===== config.mk =====
export PLATFORM = sky130hd
export DESIGN_NAME = dpps_front
export DESIGN_NICKNAME = d
export VERILOG_FILES = /design/src/design/dpps_pkg.sv /design/src/design/dpps_front.sv
export SDC_FILE = /design/constraint.sdc
export NUM_CORES = 1
export LEC_CHECK = 0
export ABC_AREA = 1
export ABC_CLOCK_PERIOD_IN_PS = 8400
export CAP_MARGIN = 20
export CORE_MARGIN = 3
export CORE_UTILIZATION = 25
export CTS_CLUSTER_SIZE = 12
export DETAILED_ROUTE_END_ITERATION = 8
export DONT_BUFFER_PORTS = 1
export PLACE_DENSITY = 0.47
export SYNTH_ARGS = -nofsm -noshare
export SYNTH_HDL_FRONTEND = slang
export SYNTH_SLANG_ARGS = --single-unit

===== constraint.sdc =====
create_clock -name clk -period 8.4 [get_ports clk]
set_input_delay 0.42 -clock clk [delete_from_list [all_inputs] [get_ports clk]]
set_output_delay 0.42 -clock clk [all_outputs]
set_load 0.02 [all_outputs]

===== src/design/dpps_pkg.sv =====
// ----------------------------------------------------------------------------
// dpps_pkg
// Shared types and constants for the depth point projection splatter.
// ----------------------------------------------------------------------------
package dpps_pkg;

    // Store and window geometry
    localparam int MAX_PIXELS    = 131072;
    localparam int WINDOW_RADIUS = 7;
    localparam int WIN_SPAN      = 2 * WINDOW_RADIUS + 1;
    localparam int WIN_CNT_W     = $clog2(WIN_SPAN + 1);
    localparam int ADDR_W        = $clog2(MAX_PIXELS);

    // Transform and arithmetic
    localparam int NUM_ENTRIES = 12;
    localparam int Q_SHIFT     = 14;
    localparam int C_W         = 34;   // transformed coordinate, mm in Q.14
    localparam int PROD_W      = 47;   // focal/center times coordinate
    localparam int NUM_W       = 48;   // projection numerator
    localparam int DIV_W       = 47;   // numerator magnitude bits
    localparam int DIV_CNT_W   = 6;

    // Request queue between front and back
    localparam int QUEUE_DEPTH = 2;
    localparam int QPTR_W      = $clog2(QUEUE_DEPTH);
    localparam int QCNT_W      = $clog2(QUEUE_DEPTH + 1);

    // Configuration register indexes
    localparam logic [2:0] REG_FRAME_WIDTH  = 3'd0;
    localparam logic [2:0] REG_FRAME_HEIGHT = 3'd1;
    localparam logic [2:0] REG_FOCAL_X      = 3'd2;
    localparam logic [2:0] REG_FOCAL_Y      = 3'd3;
    localparam logic [2:0] REG_CENTER_X     = 3'd4;
    localparam logic [2:0] REG_CENTER_Y     = 3'd5;

    typedef enum logic [1:0] {
        OP_CLEAR = 2'd0,
        OP_LOAD  = 2'd1,
        OP_SPLAT = 2'd2,
        OP_READ  = 2'd3
    } op_t;

    typedef enum logic [3:0] {
        ST_IDLE,
        ST_CLEAR,
        ST_XFORM,
        ST_PROJ,
        ST_DIV,
        ST_WIN_SETUP,
        ST_WIN_BASE,
        ST_WIN,
        ST_READ,
        ST_READ_DATA
    } state_t;

    typedef struct packed {
        op_t                op;
        logic [3:0]         entry_index;
        logic signed [15:0] entry_value;
        logic signed [15:0] point_x;
        logic signed [15:0] point_y;
        logic signed [15:0] point_z;
        logic [16:0]        read_index;
    } item_t;

    typedef struct packed {
        logic [9:0]  frame_width;
        logic [8:0]  frame_height;
        logic [11:0] focal_x;
        logic [11:0] focal_y;
        logic [11:0] center_x;
        logic [11:0] center_y;
    } cfg_t;

endpackage


===== src/design/dpps_front.sv =====
// ----------------------------------------------------------------------------
// dpps_front
// Accepts stream requests, decodes them and queues them for the back end.
// ----------------------------------------------------------------------------
module dpps_front (
    input  logic                  clk,
    input  logic                  rst_n,
    input  logic                  s_axis_tvalid,
    output logic                  s_axis_tready,
    // entry_index, entry_value, point_x, point_y, point_z, read_index, pad
    input  logic [87:0]           s_axis_tdata,
    // operation
    input  logic [1:0]            s_axis_tuser,
    output dpps_pkg::item_t       q_item,
    output logic                  q_valid,
    input  logic                  q_pop
);

    dpps_pkg::item_t              queue_reg [dpps_pkg::QUEUE_DEPTH];
    logic [dpps_pkg::QPTR_W-1:0]  wr_ptr_reg, wr_ptr_next;
    logic [dpps_pkg::QPTR_W-1:0]  rd_ptr_reg, rd_ptr_next;
    logic [dpps_pkg::QCNT_W-1:0]  count_reg, count_next;
    dpps_pkg::item_t              dec_item;
    logic                         accept;
    logic                         push;

    // Field unpacking
    always_comb
    begin
        dec_item.op          = dpps_pkg::op_t'(s_axis_tuser);
        dec_item.entry_index = s_axis_tdata[3:0];
        dec_item.entry_value = s_axis_tdata[19:4];
        dec_item.point_x     = s_axis_tdata[35:20];
        dec_item.point_y     = s_axis_tdata[51:36];
        dec_item.point_z     = s_axis_tdata[67:52];
        dec_item.read_index  = s_axis_tdata[84:68];
    end

    assign s_axis_tready = (count_reg != dpps_pkg::QCNT_W'(dpps_pkg::QUEUE_DEPTH));
    assign accept        = s_axis_tvalid && s_axis_tready;

    // Loads to entries past the transform are dropped here
    assign push = accept && !((dec_item.op == dpps_pkg::OP_LOAD) &&
                  (dec_item.entry_index >= 4'(dpps_pkg::NUM_ENTRIES)));

    assign q_valid = (count_reg != '0);
    assign q_item  = queue_reg[rd_ptr_reg];

    // Pointer and count update
    always_comb
    begin
        wr_ptr_next = push  ? wr_ptr_reg + 1'b1 : wr_ptr_reg;
        rd_ptr_next = q_pop ? rd_ptr_reg + 1'b1 : rd_ptr_reg;
        count_next  = count_reg;
        if (push && !q_pop)
        begin
            count_next = count_reg + 1'b1;
        end
        else if (!push && q_pop)
        begin
            count_next = count_reg - 1'b1;
        end
    end

    always_ff @(posedge clk or negedge rst_n)
    begin
        if (!rst_n)
        begin
            wr_ptr_reg <= '0;
            rd_ptr_reg <= '0;
            count_reg  <= '0;
        end
        else
        begin
            wr_ptr_reg <= wr_ptr_next;
            rd_ptr_reg <= rd_ptr_next;
            count_reg  <= count_next;
        end
    end

    // Queue storage
    always_ff @(posedge clk)
    begin
        if (push)
        begin
            queue_reg[wr_ptr_reg] <= dec_item;
        end
    end

endmodule


==> flow_metrics.tcl <==
set metrics [dict create \
    netSwitchingPower_uw 914 \
    rr_worst_depth 5 \
    path_buf_inv 1 \
    cpPeakStageDelay_ns 0.88 \
    cts_tree "built" \
    synth_top_family_by_area "multiplexers" \
    gp_congestion 0.662 \
    wl_per_cell_um 18.4 \
    yosys.area_share.adder_pct 0.190 \
    drc 0 \
    synthTopCellsByArea "edfxtp_1 (79%), mux2_2 (11%), mux2_4 (4.6%), dfrtp_1 (1.5%), buf_6 (0.68%)" \
    finalHoldViolCount 0 \
    cts_resized 0 \
    drive_gt1_share_pct 36.9 \
    layout.nets 415 \
    fp.dieArea_mm2 0.0284 \
    cts.clk_slew.worst_paths_ns 0.07 \
    tns_ns 0 \
    initial_core_util_pct 25.8 \
    synth-compound-area-share_pct 0.0759 \
    io_buffers 0 \
    combPwrFrac_pct 27.1 \
    antenna_found_initial 0 \
    slew_violations 0 \
    grt_max_degree 50 \
    finalClockSkew_ns 0.00825 \
    path_delay_family "flip-flops" \
    synthCells 306 \
    synth_top_area_share_pct 79.2 \
    largest_reg_flops 174 \
    finalSetupViolCount 0 \
    crit_type "flip-flop to primary output" \
    drtIter0Drc 142 \
    synth-async-reset-ratio_pct 2.25 \
    rsz0062_at_grt "no" \
    outcome "finished, final reports clean" \
    avgSynthCellArea_um2 21.6 \
    wl_met2_um 6370 \
    power.density_mw_per_mm2 372 \
    ys_seq_area_share_pct 80.7 \
    cts_max_level 4 \
    die_w_um 168 \
    grt_remaining_overflow 0 \
    synthTopCellsByCount "edfxtp_1 (174), mux2_2 (67), mux2_4 (20)" \
    syn_area_mm2 0.00660 \
    coreArea_mm2 0.0255 \
    synth-xor-area-share_pct 0.266 \
    arrival_ns 2.48 \
    ir_worst_vdd_v 0.000139 \
    placementRows 58 \
    dr.max_layer_used "met4" \
    hold_depth 1 \
    wl_met3_um 1360 \
    postRouteAntennaNets 0 \
    leakage_uw 0.00251 \
    ys_seq_elements 178 \
    area_growth_pct 14.5 \
    die_h_um 168 \
    ys_types 15 \
    synth_edf_count 174 \
    cts-root-buf "clkbuf_16" \
    fmax_mhz 345 \
    io_pins 183 \
    cts_hold_buf 1 \
    vias_per_cell 4.07 \
    hp-class "input pin to flip-flop" \
    yosysTopAreaCell "edfxtp_1" \
    fin_crit_sh_pct 34.5 \
    synth.most_common_cell "edfxtp_1" \
    internal_power_uw 1900 \
    finalCriticalPeriod_ns 2.90 \
    vias 2696 \
    relSlewSlack_pct 53.3 \
    startpoint_type "flip-flop" \
    dpl.hpwl_um 8110 \
    hp-start "q_pop" \
    seq_power_share_pct 45.8 \
    synth_ff_type "edfxtp_1" \
    crit_path_top_delay_cell "dfrtp_4" \
    clk_path_buf_depth 2 \
    critical_path_required_ns 7.98 \
    clk_latency_ns 0.41 \
    n_antenna_cell 0 \
    sw_frac_of_total_pct 32.5 \
    critical_path.endpoint_type "primary output" \
    path_max_fanout 49 \
    grt_pass1_wl_um 18300 \
    r2r_start "count_reg[0]" \
    synth_nets 401 \
    synth_warnings 0 \
    grt.total_usage_pct 8.69 \
    cap_violations 0 \
    cts_inserted_buffers 17 \
    post_cts_buffers 0 \
    wl_met1_um 4340 \
    muxShareOfSynthArea_pct 16.0 \
    reg2reg_slack_ns 6.05 \
    hold_ws_ns 0.0819 \
    whs_endpoint "rd_ptr_reg" \
    cts_sinks 178 \
    rr_endpoint "queue_reg[0][56]" \
    worst_pin_slew_ns 0.700 \
    synth_simple_gate_area_share_pct 0.986 \
    routed_wl_um 12200 \
    p_clk_share_pct 27.1 \
    grt_pass1_vias 2979 \
    path_cells "buf_4, mux2_2" \
    first_pass_iters 4 \
]
-- power groups by stage --
stage	logic (µW)	clock network (µW)	registers (µW)
6_report	761	761	1290
5_1_grt	813	839	1310
4_1_cts	788	794	1290
3_5_place_dp	786	0	1310
3_3_place_gp	782	0	1300
2_1_floorplan	710	0	1270
-- layout by cell type (no fill, tap or decap) --
master,instances
bufinv_16,2
nand2_1,11
nand4_1,1
buf_4,4
dfrtp_4,1
a21oi_1,1
dlygate4sd3_1,1
mux2_2,67
ha_1,1
clkinvlp_4,1
clkinv_2,4
dfrtp_1,3
nand3_1,2
clkbuf_1,2
inv_6,3
mux2_4,20
inv_4,1
xor2_1,1
edfxtp_1,174
nor2_4,1
clkbuf_16,17
nor2_1,1
clkinv_4,2
clkinv_1,1
inv_1,10
xnor2_1,1
-- cell type report --
cell class,instances,area [µm²]
fillers,2513,18000
inverters,11,43.8
repair buffers,5,40.0
clock buffers,19,433
clock inverters,13,135
flip-flops and latches,178,5330
multi-input cells,107,1160
well taps,330,413
-- stage by stage --
step / worst slack [ns] / cell area (µm²) / cells / util (%) / power, µW
3_3_place_gp: 5.90 / 6980 / 630 / 27.3 / 2090
5_1_grt: 5.30 / 7560 / 663 / 29.6 / 2960
2_1_floorplan: 3.55 / 6600 / 306 / - / 1980
6_report: 5.50 / 7560 / 663 / 29.6 / 2810
3_5_place_dp: 5.88 / 6980 / 630 / 27.3 / 2100
4_1_cts: 5.42 / 7560 / 663 / 29.6 / 2880
-- how the worst max path moves through the flow --
stage	startpoint	to	slack [ns]	cells past startpoint
3_3_place_gp	rd_ptr_reg	q_item[67]	5.90	2
2_1_floorplan	count_reg[0]	queue_reg[1][0]	3.55	4
3_5_place_dp	rd_ptr_reg	q_item[67]	5.88	2
4_1_cts	rd_ptr_reg	q_item[67]	5.42	2
5_1_grt	rd_ptr_reg	q_item[22]	5.30	2
6_report	rd_ptr_reg	q_item[22]	5.50	2
-- worst register-to-register path: cells and delay by family, from the launching register on --
kind            cells  cell delay [ns]
buf+inv             3             1.19
compound gates      1             0.18
flops               1             0.39
simple gates        1             0.16
-- logic make-up after synthesis --
logic type | Yosys count
and+or+nand+nor | 16
AOI/OAI and AO/OA | 1
adders and majority gates | 1
xor gates and xnor gates | 2
buffers and inverters | 21
DFF | 178
muxes | 87
-- layer usage --
layer,global-route usage [%],vias up
met1,8.76,1363
met3,5.33,7
met4,3.24,0
met2,14.7,111
li1,-,1215
met5,0,-
Note: power is estimated with default switching activity, not from simulation.
